File: src/rtl/opr_pkg.sv
package opr_pkg;

    // default sizing of the block
    localparam int MAX_REFS_DEF   = 32;
    localparam int MAX_FRAMES_DEF = 16;
    localparam int PAGE_BITS_DEF  = 8;

    // fixed widths of the configuration register and the result fields
    localparam int CFG_W      = 5;
    localparam int IDX_W      = 5;
    localparam int PAGE_OUT_W = 8;
    localparam int SLOT_W     = 4;
    localparam int FAULT_W    = 6;

    localparam logic [CFG_W-1:0] FRAMES_RESET = CFG_W'(4);

    typedef enum logic [2:0] {
        ST_IDLE,
        ST_FETCH,
        ST_LOOKUP,
        ST_SCAN,
        ST_COMMIT
    } opr_state_t;

    // commands from the sequencer to the frame table
    typedef struct packed {
        logic clear_all;
        logic clear_marks;
        logic scan_en;
        logic write_en;
    } frm_cmd_t;

    // status from the frame table to the sequencer
    typedef struct packed {
        logic hit;
        logic empty_found;
        logic all_marked;
    } frm_stat_t;

    // one result item
    typedef struct packed {
        logic [IDX_W-1:0]      ref_index;
        logic [PAGE_OUT_W-1:0] ref_page;
        logic                  hit;
        logic [SLOT_W-1:0]     slot;
        logic                  evicted_valid;
        logic [PAGE_OUT_W-1:0] evicted_page;
        logic [FAULT_W-1:0]    fault_total;
        logic                  last_result;
    } res_t;

endpackage

File: src/rtl/opr_ram.sv
module opr_ram #(
    parameter int WIDTH = 8,
    parameter int DEPTH = 32,
    parameter int AW    = (DEPTH > 1) ? $clog2(DEPTH) : 1
) (
    input  logic             clk,
    input  logic             we,
    input  logic [AW-1:0]    waddr,
    input  logic [WIDTH-1:0] wdata,
    input  logic [AW-1:0]    raddr,
    output logic [WIDTH-1:0] rdata
);

    logic [WIDTH-1:0] mem_reg [DEPTH];
    logic [WIDTH-1:0] rdata_reg;

    always_ff @(posedge clk)
    begin
        if (we)
        begin
            mem_reg[waddr] <= wdata;
        end
        rdata_reg <= mem_reg[raddr];
    end

    assign rdata = rdata_reg;

endmodule

File: src/rtl/opr_frames.sv
module opr_frames #(
    parameter int MAX_FRAMES = opr_pkg::MAX_FRAMES_DEF,
    parameter int PAGE_BITS  = opr_pkg::PAGE_BITS_DEF,
    parameter int FIDX_W     = (MAX_FRAMES > 1) ? $clog2(MAX_FRAMES) : 1
) (
    input  logic                       clk,
    input  logic                       rst_n,
    input  opr_pkg::frm_cmd_t          cmd,
    input  logic [PAGE_BITS-1:0]       key,
    input  logic [opr_pkg::CFG_W-1:0]  frames_in_use,
    input  logic [FIDX_W-1:0]          sel_slot,
    input  logic [PAGE_BITS-1:0]       write_page,
    output opr_pkg::frm_stat_t         stat,
    output logic [FIDX_W-1:0]          hit_slot,
    output logic [FIDX_W-1:0]          empty_slot,
    output logic [FIDX_W-1:0]          victim_slot,
    output logic [PAGE_BITS-1:0]       sel_page
);

    import opr_pkg::*;

    logic [PAGE_BITS-1:0]  page_reg [MAX_FRAMES];
    logic [MAX_FRAMES-1:0] valid_reg, valid_next;
    logic [MAX_FRAMES-1:0] mark_reg, mark_next;
    logic [FIDX_W-1:0]     last_reg, last_next;

    logic [MAX_FRAMES-1:0] active;
    logic [MAX_FRAMES-1:0] match;
    logic [MAX_FRAMES-1:0] empty;
    logic [MAX_FRAMES-1:0] unmarked;
    logic [MAX_FRAMES-1:0] newly;
    logic [FIDX_W-1:0]     new_slot;
    logic [FIDX_W-1:0]     unmarked_slot;

    // compare bank: every frame against the key at once
    always_comb
    begin
        for (int j = 0; j < MAX_FRAMES; j++)
        begin
            // zero frames acts as one, too many acts as all
            if (frames_in_use == '0)
            begin
                active[j] = (j == 0);
            end
            else
            begin
                active[j] = (j < int'(frames_in_use));
            end
            match[j]    = active[j] && valid_reg[j] && (page_reg[j] == key);
            empty[j]    = active[j] && !valid_reg[j];
            unmarked[j] = active[j] && !mark_reg[j];
            newly[j]    = match[j] && !mark_reg[j];
        end
    end

    // lowest-index encoders
    always_comb
    begin
        hit_slot      = '0;
        empty_slot    = '0;
        new_slot      = '0;
        unmarked_slot = '0;
        for (int j = MAX_FRAMES - 1; j >= 0; j--)
        begin
            if (match[j])
            begin
                hit_slot = FIDX_W'(j);
            end
            if (empty[j])
            begin
                empty_slot = FIDX_W'(j);
            end
            if (newly[j])
            begin
                new_slot = FIDX_W'(j);
            end
            if (unmarked[j])
            begin
                unmarked_slot = FIDX_W'(j);
            end
        end
    end

    always_comb
    begin
        stat.hit         = |match;
        stat.empty_found = |empty;
        stat.all_marked  = ~|unmarked;
        // never used again wins, else the frame found last in the scan
        victim_slot      = stat.all_marked ? last_reg : unmarked_slot;
        sel_page         = page_reg[sel_slot];
    end

    always_comb
    begin
        valid_next = valid_reg;
        mark_next  = mark_reg;
        last_next  = last_reg;
        if (cmd.clear_all)
        begin
            valid_next = '0;
        end
        else if (cmd.write_en)
        begin
            valid_next[sel_slot] = 1'b1;
        end
        if (cmd.clear_marks)
        begin
            mark_next = '0;
        end
        else if (cmd.scan_en && (|newly))
        begin
            mark_next = mark_reg | newly;
            last_next = new_slot;
        end
    end

    always_ff @(posedge clk or negedge rst_n)
    begin
        if (!rst_n)
        begin
            valid_reg <= '0;
            mark_reg  <= '0;
        end
        else
        begin
            valid_reg <= valid_next;
            mark_reg  <= mark_next;
        end
    end

    always_ff @(posedge clk)
    begin
        last_reg <= last_next;
        if (cmd.write_en)
        begin
            page_reg[sel_slot] <= write_page;
        end
    end

    // resident pages are distinct; the key is only meaningful once read from a written entry
    a_match_unique: assert property (@(posedge clk) disable iff (!rst_n)
        !$isunknown(key) |-> $onehot0(match))
        else $error("page resident in more than one frame");

    // a scanned reference can first match at most one frame
    a_mark_single: assert property (@(posedge clk) disable iff (!rst_n)
        cmd.scan_en |-> $onehot0(newly))
        else $error("several frames marked by one reference");

    // marks only grow during a scan
    a_mark_grow: assert property (@(posedge clk) disable iff (!rst_n)
        ($past(cmd.scan_en) && !$past(cmd.clear_marks))
            |-> ((mark_reg & $past(mark_reg)) == $past(mark_reg)))
        else $error("frame mark lost during scan");

endmodule

File: src/rtl/opr_ctrl.sv
module opr_ctrl #(
    parameter int MAX_REFS   = opr_pkg::MAX_REFS_DEF,
    parameter int MAX_FRAMES = opr_pkg::MAX_FRAMES_DEF,
    parameter int PAGE_BITS  = opr_pkg::PAGE_BITS_DEF,
    parameter int REF_AW     = (MAX_REFS > 1) ? $clog2(MAX_REFS) : 1,
    parameter int FIDX_W     = (MAX_FRAMES > 1) ? $clog2(MAX_FRAMES) : 1
) (
    input  logic                  clk,
    input  logic                  rst_n,
    input  logic                  item_valid,
    output logic                  item_stall,
    input  logic [PAGE_BITS-1:0]  page,
    input  logic                  last_ref,
    input  logic                  out_free,
    output logic                  res_load,
    output opr_pkg::res_t         res,
    output logic                  ram_we,
    output logic [REF_AW-1:0]     ram_waddr,
    output logic [PAGE_BITS-1:0]  ram_wdata,
    output logic [REF_AW-1:0]     ram_raddr,
    input  logic [PAGE_BITS-1:0]  ram_rdata,
    output opr_pkg::frm_cmd_t     frm_cmd,
    input  opr_pkg::frm_stat_t    frm_stat,
    input  logic [FIDX_W-1:0]     hit_slot,
    input  logic [FIDX_W-1:0]     empty_slot,
    input  logic [FIDX_W-1:0]     victim_slot,
    output logic [FIDX_W-1:0]     sel_slot,
    input  logic [PAGE_BITS-1:0]  sel_page,
    output logic [PAGE_BITS-1:0]  write_page
);

    import opr_pkg::*;

    localparam int CNT_W = $clog2(MAX_REFS + 1);

    opr_state_t           state_reg, state_next;
    logic [CNT_W-1:0]     count_reg, count_next;
    logic [CNT_W-1:0]     len_reg, len_next;
    logic [CNT_W-1:0]     pos_reg, pos_next;
    logic [CNT_W-1:0]     scan_reg, scan_next;
    logic                 dv_reg, dv_next;
    logic [PAGE_BITS-1:0] page_reg, page_next;
    logic                 hit_reg, hit_next;
    logic                 ev_reg, ev_next;
    logic [FIDX_W-1:0]    slot_reg, slot_next;
    logic [FAULT_W-1:0]   fault_reg, fault_next;

    logic                 accept;
    logic                 store_full;
    logic [CNT_W-1:0]     pos_inc;
    logic [FAULT_W-1:0]   fault_inc;

    assign accept     = item_valid && !item_stall;
    assign store_full = (count_reg >= CNT_W'(MAX_REFS));
    assign pos_inc    = pos_reg + CNT_W'(1);
    assign fault_inc  = hit_reg ? fault_reg : fault_reg + FAULT_W'(1);
    assign sel_slot   = slot_reg;
    assign write_page = page_reg;

    always_comb
    begin
        state_next = state_reg;
        count_next = count_reg;
        len_next   = len_reg;
        pos_next   = pos_reg;
        scan_next  = scan_reg;
        dv_next    = 1'b0;
        page_next  = page_reg;
        hit_next   = hit_reg;
        ev_next    = ev_reg;
        slot_next  = slot_reg;
        fault_next = fault_reg;

        item_stall = 1'b1;
        ram_we     = 1'b0;
        ram_waddr  = count_reg[REF_AW-1:0];
        ram_wdata  = page;
        ram_raddr  = pos_reg[REF_AW-1:0];
        frm_cmd    = '0;
        res_load   = 1'b0;

        res.ref_index     = IDX_W'(pos_reg);
        res.ref_page      = PAGE_OUT_W'(page_reg);
        res.hit           = hit_reg;
        res.slot          = SLOT_W'(slot_reg);
        res.evicted_valid = ev_reg;
        res.evicted_page  = ev_reg ? PAGE_OUT_W'(sel_page) : '0;
        res.fault_total   = fault_inc;
        res.last_result   = (pos_inc == len_reg);

        unique case (state_reg)
            ST_IDLE:
            begin
                item_stall = 1'b0;
                if (accept)
                begin
                    if (!store_full)
                    begin
                        ram_we     = 1'b1;
                        count_next = count_reg + CNT_W'(1);
                    end
                    if (last_ref)
                    begin
                        len_next          = store_full ? count_reg : count_reg + CNT_W'(1);
                        count_next        = '0;
                        pos_next          = '0;
                        fault_next        = '0;
                        frm_cmd.clear_all = 1'b1;
                        state_next        = ST_FETCH;
                    end
                end
            end
            ST_FETCH:
            begin
                state_next = ST_LOOKUP;
            end
            ST_LOOKUP:
            begin
                page_next = ram_rdata;
                hit_next  = frm_stat.hit;
                ev_next   = 1'b0;
                if (frm_stat.hit)
                begin
                    slot_next  = hit_slot;
                    state_next = ST_COMMIT;
                end
                else if (frm_stat.empty_found)
                begin
                    slot_next  = empty_slot;
                    state_next = ST_COMMIT;
                end
                else
                begin
                    ev_next             = 1'b1;
                    frm_cmd.clear_marks = 1'b1;
                    scan_next           = pos_inc;
                    state_next          = ST_SCAN;
                end
            end
            ST_SCAN:
            begin
                frm_cmd.scan_en = dv_reg;
                ram_raddr       = scan_reg[REF_AW-1:0];
                if (frm_stat.all_marked || ((scan_reg >= len_reg) && !dv_reg))
                begin
                    slot_next  = victim_slot;
                    state_next = ST_COMMIT;
                end
                else if (scan_reg < len_reg)
                begin
                    scan_next = scan_reg + CNT_W'(1);
                    dv_next   = 1'b1;
                end
            end
            ST_COMMIT:
            begin
                if (out_free)
                begin
                    res_load         = 1'b1;
                    frm_cmd.write_en = !hit_reg;
                    fault_next       = fault_inc;
                    pos_next         = pos_inc;
                    state_next       = (pos_inc == len_reg) ? ST_IDLE : ST_FETCH;
                end
            end
            default:
            begin
                state_next = ST_IDLE;
            end
        endcase
    end

    always_ff @(posedge clk or negedge rst_n)
    begin
        if (!rst_n)
        begin
            state_reg <= ST_IDLE;
            count_reg <= '0;
            len_reg   <= '0;
            pos_reg   <= '0;
            scan_reg  <= '0;
            dv_reg    <= 1'b0;
            fault_reg <= '0;
            hit_reg   <= 1'b0;
            ev_reg    <= 1'b0;
        end
        else
        begin
            state_reg <= state_next;
            count_reg <= count_next;
            len_reg   <= len_next;
            pos_reg   <= pos_next;
            scan_reg  <= scan_next;
            dv_reg    <= dv_next;
            fault_reg <= fault_next;
            hit_reg   <= hit_next;
            ev_reg    <= ev_next;
        end
    end

    always_ff @(posedge clk)
    begin
        page_reg <= page_next;
        slot_reg <= slot_next;
    end

    // the final reference starts a replay over a fresh string
    a_start: assert property (@(posedge clk) disable iff (!rst_n)
        (accept && last_ref) |=> (state_reg == ST_FETCH && count_reg == '0))
        else $error("replay did not start after final reference");

    // the replay position stays inside the loaded string
    a_pos_range: assert property (@(posedge clk) disable iff (!rst_n)
        (state_reg != ST_IDLE) |-> (pos_reg < len_reg))
        else $error("replay position beyond string length");

    // the future scan never reads past the string
    a_scan_range: assert property (@(posedge clk) disable iff (!rst_n)
        (state_reg == ST_SCAN) |-> (scan_reg <= len_reg && scan_reg > pos_reg))
        else $error("scan pointer out of range");

    // a result is only issued for a resolved reference
    a_commit: assert property (@(posedge clk) disable iff (!rst_n)
        res_load |-> (state_reg == ST_COMMIT && out_free))
        else $error("result issued outside commit");

endmodule

File: src/rtl/optimal_page_replacement_core.sv
// optimal (belady) page replacement engine. a reference string is loaded one
// page per input item, one item per cycle; references beyond MAX_REFS are dropped.
// the item with last_ref high stores its page and starts the replay, during
// which item_stall is high. the replay gives one result item per stored
// reference, in order, with hit or fault, the frame now holding the page, the
// evicted page if any and the running fault count. a hit or a fill of an empty
// frame passes through fetch, lookup and commit; an eviction adds a scan of the
// later references, one per cycle through the single read port of the
// reference memory, each compared against all frames at once, and the scan
// stops early once every frame has been found again. frames and the fault
// count are cleared when a replay starts, marks when a scan starts; the user
// must write frames_in_use only while the block is idle, which the block does
// not enforce; 0 behaves as 1 and values above MAX_FRAMES as MAX_FRAMES
module optimal_page_replacement_core #(
    parameter int MAX_REFS   = opr_pkg::MAX_REFS_DEF,
    parameter int MAX_FRAMES = opr_pkg::MAX_FRAMES_DEF,
    parameter int PAGE_BITS  = opr_pkg::PAGE_BITS_DEF
) (
    input  logic                           clk,
    input  logic                           rst_n,
    // configuration
    input  logic                           cfg_write_en,
    input  logic [opr_pkg::CFG_W-1:0]      cfg_write_data,
    // reference items
    input  logic                           item_valid,
    output logic                           item_stall,
    input  logic [PAGE_BITS-1:0]           page,
    input  logic                           last_ref,
    // result items
    output logic                           result_valid,
    input  logic                           result_stall,
    output logic [opr_pkg::IDX_W-1:0]      ref_index,
    output logic [opr_pkg::PAGE_OUT_W-1:0] ref_page,
    output logic                           hit,
    output logic [opr_pkg::SLOT_W-1:0]     slot,
    output logic                           evicted_valid,
    output logic [opr_pkg::PAGE_OUT_W-1:0] evicted_page,
    output logic [opr_pkg::FAULT_W-1:0]    fault_total,
    output logic                           last_result
);

    import opr_pkg::*;

    localparam int REF_AW = (MAX_REFS > 1) ? $clog2(MAX_REFS) : 1;
    localparam int FIDX_W = (MAX_FRAMES > 1) ? $clog2(MAX_FRAMES) : 1;

    // frames_in_use register
    logic [CFG_W-1:0]     frames_reg;

    // output register, parts the sequencer from the result consumer
    logic                 result_valid_reg, result_valid_next;
    res_t                 res_reg;

    // sequencer to output register
    logic                 out_free;
    logic                 res_load;
    res_t                 res;

    // reference memory
    logic                 ram_we;
    logic [REF_AW-1:0]    ram_waddr;
    logic [PAGE_BITS-1:0] ram_wdata;
    logic [REF_AW-1:0]    ram_raddr;
    logic [PAGE_BITS-1:0] ram_rdata;

    // sequencer to frame table
    frm_cmd_t             frm_cmd;
    frm_stat_t            frm_stat;
    logic [FIDX_W-1:0]    hit_slot;
    logic [FIDX_W-1:0]    empty_slot;
    logic [FIDX_W-1:0]    victim_slot;
    logic [FIDX_W-1:0]    sel_slot;
    logic [PAGE_BITS-1:0] sel_page;
    logic [PAGE_BITS-1:0] write_page;

    always_ff @(posedge clk or negedge rst_n)
    begin
        if (!rst_n)
        begin
            frames_reg <= FRAMES_RESET;
        end
        else if (cfg_write_en)
        begin
            frames_reg <= cfg_write_data;
        end
    end

    // room for a new result when empty or when the held one leaves now
    assign out_free = !result_valid_reg || !result_stall;

    always_comb
    begin
        if (res_load)
        begin
            result_valid_next = 1'b1;
        end
        else if (!result_stall)
        begin
            result_valid_next = 1'b0;
        end
        else
        begin
            result_valid_next = result_valid_reg;
        end
    end

    always_ff @(posedge clk or negedge rst_n)
    begin
        if (!rst_n)
        begin
            result_valid_reg <= 1'b0;
        end
        else
        begin
            result_valid_reg <= result_valid_next;
        end
    end

    always_ff @(posedge clk)
    begin
        if (res_load)
        begin
            res_reg <= res;
        end
    end

    assign result_valid  = result_valid_reg;
    assign ref_index     = res_reg.ref_index;
    assign ref_page      = res_reg.ref_page;
    assign hit           = res_reg.hit;
    assign slot          = res_reg.slot;
    assign evicted_valid = res_reg.evicted_valid;
    assign evicted_page  = res_reg.evicted_page;
    assign fault_total   = res_reg.fault_total;
    assign last_result   = res_reg.last_result;

    // reference string store, one write and one registered read per cycle
    opr_ram #(
        .WIDTH (PAGE_BITS),
        .DEPTH (MAX_REFS),
        .AW    (REF_AW)
    ) u_ref_ram (
        .clk   (clk),
        .we    (ram_we),
        .waddr (ram_waddr),
        .wdata (ram_wdata),
        .raddr (ram_raddr),
        .rdata (ram_rdata)
    );

    // resident pages with the shared compare bank
    opr_frames #(
        .MAX_FRAMES (MAX_FRAMES),
        .PAGE_BITS  (PAGE_BITS),
        .FIDX_W     (FIDX_W)
    ) u_frames (
        .clk           (clk),
        .rst_n         (rst_n),
        .cmd           (frm_cmd),
        .key           (ram_rdata),
        .frames_in_use (frames_reg),
        .sel_slot      (sel_slot),
        .write_page    (write_page),
        .stat          (frm_stat),
        .hit_slot      (hit_slot),
        .empty_slot    (empty_slot),
        .victim_slot   (victim_slot),
        .sel_page      (sel_page)
    );

    // load and replay sequencer
    opr_ctrl #(
        .MAX_REFS   (MAX_REFS),
        .MAX_FRAMES (MAX_FRAMES),
        .PAGE_BITS  (PAGE_BITS),
        .REF_AW     (REF_AW),
        .FIDX_W     (FIDX_W)
    ) u_ctrl (
        .clk         (clk),
        .rst_n       (rst_n),
        .item_valid  (item_valid),
        .item_stall  (item_stall),
        .page        (page),
        .last_ref    (last_ref),
        .out_free    (out_free),
        .res_load    (res_load),
        .res         (res),
        .ram_we      (ram_we),
        .ram_waddr   (ram_waddr),
        .ram_wdata   (ram_wdata),
        .ram_raddr   (ram_raddr),
        .ram_rdata   (ram_rdata),
        .frm_cmd     (frm_cmd),
        .frm_stat    (frm_stat),
        .hit_slot    (hit_slot),
        .empty_slot  (empty_slot),
        .victim_slot (victim_slot),
        .sel_slot    (sel_slot),
        .sel_page    (sel_page),
        .write_page  (write_page)
    );

endmodule

File: config.mk
export PLATFORM = sky130hd
export DESIGN_NAME = optimal_page_replacement_core
export DESIGN_NICKNAME = d
export VERILOG_FILES = /design/src/rtl/opr_pkg.sv /design/src/rtl/opr_ram.sv /design/src/rtl/opr_frames.sv /design/src/rtl/opr_ctrl.sv /design/src/rtl/optimal_page_replacement_core.sv
export SDC_FILE = /design/constraint.sdc
export NUM_CORES = 1
export LEC_CHECK = 0
export ABC_AREA = 1
export BUFFER_PORTS_ARGS = -buffer_cell sky130_fd_sc_hd__buf_2
export CAP_MARGIN = 25
export CORE_ASPECT_RATIO = 1.4
export CORE_MARGIN = 2
export CORE_UTILIZATION = 63
export DETAILED_ROUTE_END_ITERATION = 10
export PLACE_DENSITY = 0.8
export SKIP_CTS_REPAIR_TIMING = 1
export SLEW_MARGIN = 25
export SYNTH_ARGS = -nofsm -noshare
export SYNTH_HDL_FRONTEND = slang
export SYNTH_SLANG_ARGS = --single-unit
File: constraint.sdc
create_clock -name clk -period 4.8 [get_ports clk]
set_clock_uncertainty 0.15 [all_clocks]
set_input_delay 0.96 -clock clk [delete_from_list [all_inputs] [get_ports clk]]
set_output_delay 0.96 -clock clk [all_outputs]
set_load 0.02 [all_outputs]
==> impl_metrics.yaml, run 1 <==
timing:
  setup_slack_ns: 0.759
  hold_violations: 0
  tns_ns: 0
  post-route-period-util_pct: 84.2
  slew_viol_final: 0
  rsz0062_at_grt: "no"
  layout_min_cycle_time_ns: 4.04
  max_slew_margin_pct: 29.9
  setup_viol: 0
  tightest_slew_ns: 1.05
  timing.fmax_ghz: 0.247
power:
  clkPwrFrac_pct: 27.8
  comb_power_share_pct: 32.2
  power_w: 0.0145
  pwr-share-seq_pct: 40.0
  max-vdd-ir-drop_mv: 0.504
  p_leak_nw: 9.81
  p_per_area_nw_per_um2: 552
  p_sw_w: 0.00553
  sw_frac_of_total_pct: 38.1
  power.internal_w: 0.00898
clocking:
  cts.path.max_buffers: 3
  clock_latency_ns: 0.58
  cts_tree: "yes"
  cts_sinks: 516
  cts_buffers: 48
  clk_pin_slew_ns: 0.07
  root_buffer: "clkbuf_16"
  h-tree-depth: 2
synth:
  yosysMostFrequentCell: "edfxtp_1"
  synth_cell_types: 68
  yosysTopAreaCellShare_pct: 54.6
  yosys-top-cells-area: "edfxtp_1, dfrtp_1, nand2_1, nor2_1, o21ai_0"
  ys_top_cells_by_count: "edfxtp_1, nand2_1, nor2_1"
  async_flop_share_pct: 14.3
  synth_area_per_cell_um2: 10.5
  synthCells: 2273
  synth.yosys.warnings: 0
  yosysTopAreaCell: "edfxtp_1"
  yosysSeqAreaShare_pct: 63.0
  syn_area_um2: 23900
  synth_flop_cell: "edfxtp_1"
  synth_nets: 2305
  synth_edf_count: 434
  ys_ff_latch: 516
worst_setup_path:
  critPathKind: "flip-flop to flip-flop"
  critPathMostFrequentCell: "inv_2"
  crit_path_cell_trace: "nor2_1, inv_2, nor2_4, inv_2, nand2_1, o21ai_4, inv_1, buf_4, o21ai_0, o221ai_1, o211ai_1, a31oi_1"
  crit_family: "buffers and inverters"
  crit_buf_inv: 4
  r2r_end: "u_ref_ram.rdata[6]"
  ff2ff_path_depth: 12
  arrival_ns: 4.32
  r2r_slack_ns: 0.76
  critPathSlowestCell: "inv_1"
  start_kind: "flip-flop"
  path_depth: 12
  cpPeakStageDelay_ns: 0.73
  critPathMaxFanout: 31
  r2r-start: "u_ctrl.state_reg[2]"
  endpoint_kind: "flip-flop"
  cp.required_ns: 5.08
  cp-startpoint: "u_ctrl.state_reg[2]"
  worstSetupEndpoint: "u_ref_ram.rdata[6]"
floorplan:
  num_rows: 84
  dieWidth_um: 169
  fp.dieH_um: 234
  initial_core_util_pct: 63.7
  die_area_um2: 39500
  num_io_pins: 55
  core_area_um2: 37500
global_routing:
  grt_first_pass_wirelength_mm: 109
  antenna_found_initial: 0
  grt_overflow: 0
  grt_pass1_vias: 18500
  grt_util_all_layers_pct: 38.0
  grt_max_degree: 128
placement:
  pre_cts_slack_ns: 0.890
  portBuffers: 54
  place_area_um2: 24600
  dp_hpwl_mm: 50.0
  gp_congestion: 1.01
finish:
  syn_to_final_growth_pct: 9.96
  largest_register_ffs: 256
  antenna_cells: 0
  fill_cells: 2698
  drive_above_1_share_pct: 10.7
  final_core_util_pct: 70.0
  nets: 2351
  final_cell_area_um2: 26300
route:
  drt_pass1_iterations: 7
  drc_errors: 0
  antenna_left: 0
  drtIter0Drc: 2302
  dr_total_vias: 18700
  avgRoutedWirePerCell_um: 26.2
  routed_wl_mm: 74.2
  routed_via_density: 6.61
outcome:
  status: "finished clean"
run:
  max_cap_viol_count: 0
hold_path:
  min_path_type: "primary input to asynchronous set/reset pin"
==> worst reg2reg max path: stages, from the launching register on <==
cell	delay, ns
dfrtp_1	0.40
nor2_1	0.18
inv_2	0.08
nor2_4	0.37
inv_2	0.28
nand2_1	0.18
o21ai_4	0.07
inv_1	0.73
buf_4	0.38
o21ai_0	0.16
o221ai_1	0.18
o211ai_1	0.24
a31oi_1	0.49
==> cell type report <==
class	instances	area [um^2]	area share [%]
clock inverter	31	368	1.40
sequential	516	15000	57.3
clock buffer	58	1290	4.91
tap	473	592	2.25
multi-input combinational	1445	7590	28.9
timing repair buffer	89	552	2.10
inverter	219	831	3.16
==> power groups by stage <==
stage / Clock (W) / Combinational, W / Sequential [W]
4_1_cts: 0.00406 / 0.00452 / 0.00577
5_1_grt: 0.00421 / 0.00502 / 0.00582
6_report: 0.00403 / 0.00468 / 0.00580
2_1_floorplan: 0 / 0.00300 / 0.00571
3_5_place_dp: 0 / 0.00449 / 0.00586
3_3_place_gp: 0 / 0.00443 / 0.00585
==> how the worst min path moves through the flow <==
stage,end
5_1_grt,u_frames.valid_reg[12]
2_1_floorplan,u_ctrl.write_page[0]
4_1_cts,u_frames.valid_reg[13]
3_3_place_gp,evicted_valid
3_5_place_dp,evicted_valid
6_report,u_frames.valid_reg[13]
==> placed cells by master (no fill, tap or decap), drive strengths merged, types with 15 or more instances in the layout <==
| master | n |
|---|---|
| clkinv | 23 |
| o21ai | 248 |
| nor3 | 31 |
| o22ai | 69 |
| a31oi | 18 |
| edfxtp | 434 |
| nand3 | 86 |
| a22oi | 15 |
| inv | 216 |
| clkbuf | 58 |
| nor2 | 339 |
| dfrtp | 73 |
| o211ai | 20 |
| a21oi | 28 |
| nor4 | 23 |
| nand2 | 363 |
| xor2 | 39 |
| nand4 | 24 |
| buf | 89 |
| o221ai | 53 |
==> layer usage <==
| metal | share of wire (%) | track usage, % | vias to the layer above |
|---|---|---|---|
| li1 | - | - | 8154 |
| met1 | 33 | 41.1 | 8930 |
| met2 | 49 | 64.5 | 1219 |
| met3 | 8.5 | 7.41 | 397 |
| met4 | 10 | 32.5 | 2 |
| met5 | 0.069 | 0.994 | - |
==> logic make-up after synthesis <==
group           share of synthesized area (%)
compound gates                           13.0
xor+xnor                                 1.94
fa+ha+maj                               0.681
buf+inv                                  5.40
flops                                    63.0
mux                                    0.0943
simple gates                             15.9
==> stage by stage <==
stage               cells  hold WS, ns
global route         2831        0.241
finish               2831        0.220
CTS                  2831        0.247
global placement     2742        0.299
detailed placement   2742        0.300
floorplan            2273        0.259
Power figures use the tool's default switching activity.
==> inputs of run 2 (changes only) <==
- clock period: 4.8 -> 4 ns (I/O delays scaled with it)
==> run 2 against run 1 <==
Effect of this change:
- utilization hardly changed
- global-route usage is 1.0 points higher
- final area hardly changed
- sequential power is 20% higher
- fmax is 16% higher
- sequential share of layout area hardly changed
- total power is 19% higher
- non-clock buffer count is 13 higher
- critical path depth is 1 lower
- routed wire length is 1.3% higher
- largest power group unchanged
- highest routed layer unchanged
- worst setup slack worse by 0.24 ns
- die area stayed put
==> impl_metrics.yaml, run 2 (synthesized netlist as in run 1, its figures left out) <==
clocking:
  root_buffer: "clkbuf_16"
  h-tree-depth: 2
  cts_buffers: 47
  cts_sinks: 516
  clk_pin_slew_ns: 0.06
  cts.path.max_buffers: 3
  clock_latency_ns: 0.58
  cts_tree: "yes"
timing:
  rsz0062_at_grt: "no"
  timing.fmax_ghz: 0.287
  hold_violations: 0
  slew_viol_final: 0
  setup_slack_ns: 0.521
  setup_viol: 0
  tns_ns: 0
  tightest_slew_ns: 1.07
  post-route-period-util_pct: 87.0
  max_slew_margin_pct: 28.7
  layout_min_cycle_time_ns: 3.48
worst_setup_path:
  critPathSlowestCell: "nand3_1"
  crit_family: "simple AND/OR/NAND/NOR gates"
  start_kind: "flip-flop"
  critPathKind: "flip-flop to flip-flop"
  cp.required_ns: 4.16
  critPathMaxFanout: 7
  endpoint_kind: "flip-flop"
  crit_buf_inv: 0
  crit_path_cell_trace: "nand2_1, o21ai_2, nand3_1, nand3_1, nand3_1, nand3_1, nand2_1, a21oi_1, o21ai_0, nand2_1, nand2_1"
  arrival_ns: 3.64
  cpPeakStageDelay_ns: 0.68
finish:
  largest_register_ffs: 256
  layout_commonest_cell: "edfxtp_1"
  drive_above_1_share_pct: 10.9
  final_cell_mix: "edfxtp_1, nand2_1, nor2_1"
  fill_cells: 2721
  nets: 2363
  syn_to_final_growth_pct: 9.94
route:
  drtIter0Drc: 2325
  routed_via_density: 6.56
  drt_pass1_iterations: 7
  dr_total_vias: 18700
  antenna_left: 0
  routed_wl_mm: 75.2
  avgRoutedWirePerCell_um: 26.4
  drc_errors: 0
floorplan:
  core_area_um2: 37500
  die_area_um2: 39500
  dieWidth_um: 169
  fp.dieH_um: 234
  initial_core_util_pct: 63.7
  num_rows: 84
  num_io_pins: 55
global_routing:
  grt_util_all_layers_pct: 39.0
  grt_max_degree: 129
  grt_pass1_vias: 18600
  grt_overflow: 0
  antenna_found_initial: 4
  grt_first_pass_wirelength_mm: 112
power:
  sw_frac_of_total_pct: 38.9
  p_sw_w: 0.00674
  power.internal_w: 0.0106
  comb_power_share_pct: 33.9
  clkPwrFrac_pct: 25.9
  p_per_area_nw_per_um2: 659
  max-vdd-ir-drop_mv: 0.702
  pwr-share-seq_pct: 40.2
  p_leak_nw: 9.82
  power_w: 0.0173
hold_path:
  min_path_type: "primary input to asynchronous set/reset pin"
placement:
  pre_cts_slack_ns: 0.457
  dp_hpwl_mm: 50.5
  portBuffers: 54
  gp_congestion: 1.10
run:
  max_cap_viol_count: 0
outcome:
  status: "finished clean"
[run 2: cell type report]
type	instances	area [um^2]	area share, %
inverters	219	831	3.16
flip-flops and latches	516	15000	57.3
clock buffers	62	1250	4.77
diodes	4	10.0	0.0381
repair buffers	102	658	2.51
well taps	473	592	2.25
clock inverters	25	259	0.986
multi-input cells	1445	7610	29.0
[run 2: worst register-to-register path: stages, from the launching register on]
cell	delay, ns
dfstp_2	0.65
nand2_1	0.14
o21ai_2	0.63
nand3_1	0.69
nand3_1	0.33
nand3_1	0.10
nand3_1	0.11
nand2_1	0.08
a21oi_1	0.11
o21ai_0	0.10
nand2_1	0.08
nand2_1	0.07
[run 2: power groups by stage]
stage               Clock (W)  Combinational (W)  Sequential, W
finish                0.00449            0.00586        0.00696
global route          0.00467            0.00626        0.00697
CTS                   0.00450            0.00556        0.00691
detailed placement          0            0.00552        0.00702
global placement            0            0.00542        0.00700
floorplan                   0            0.00361        0.00685
[run 2: routing by layer]
metal / GRT usage (%) / part of all wire [%] / vias to the layer above
met5: 0 / 0.019 / -
met4: 34.6 / 10 / 2
met3: 11.4 / 9.5 / 424
met2: 64.7 / 48 / 1176
met1: 40.4 / 32 / 8901
li1: - / - / 8169
[run 2: through the flow]
stage               area (um^2)  hold WS [ns]  std cells  utilization, %
floorplan                 23900         0.259       2273               -
global placement          24700         0.302       2753            65.8
detailed placement        24700         0.304       2753            65.8
CTS                       26200        0.0893       2840            69.9
global route              26300         0.110       2842            70.0
finish                    26300        0.0710       2846            70.0
[run 2: final timing paths]
path	slack, ns	startpoint	cells past startpoint	end
max reg2reg	0.52	frames_reg[2]	11	u_ctrl.sel_slot[1]
min in group clk	0.30	cfg_write_data[2]	3	frames_reg[2]
min reg2reg	0.32	u_ctrl.ev_reg	0	evicted_valid
max	0.52	frames_reg[2]	11	u_ctrl.sel_slot[1]
max in group asynchronous	2.80	rst_n	2	frames_reg[2]
min	0.07	rst_n	1	u_frames.valid_reg[13]
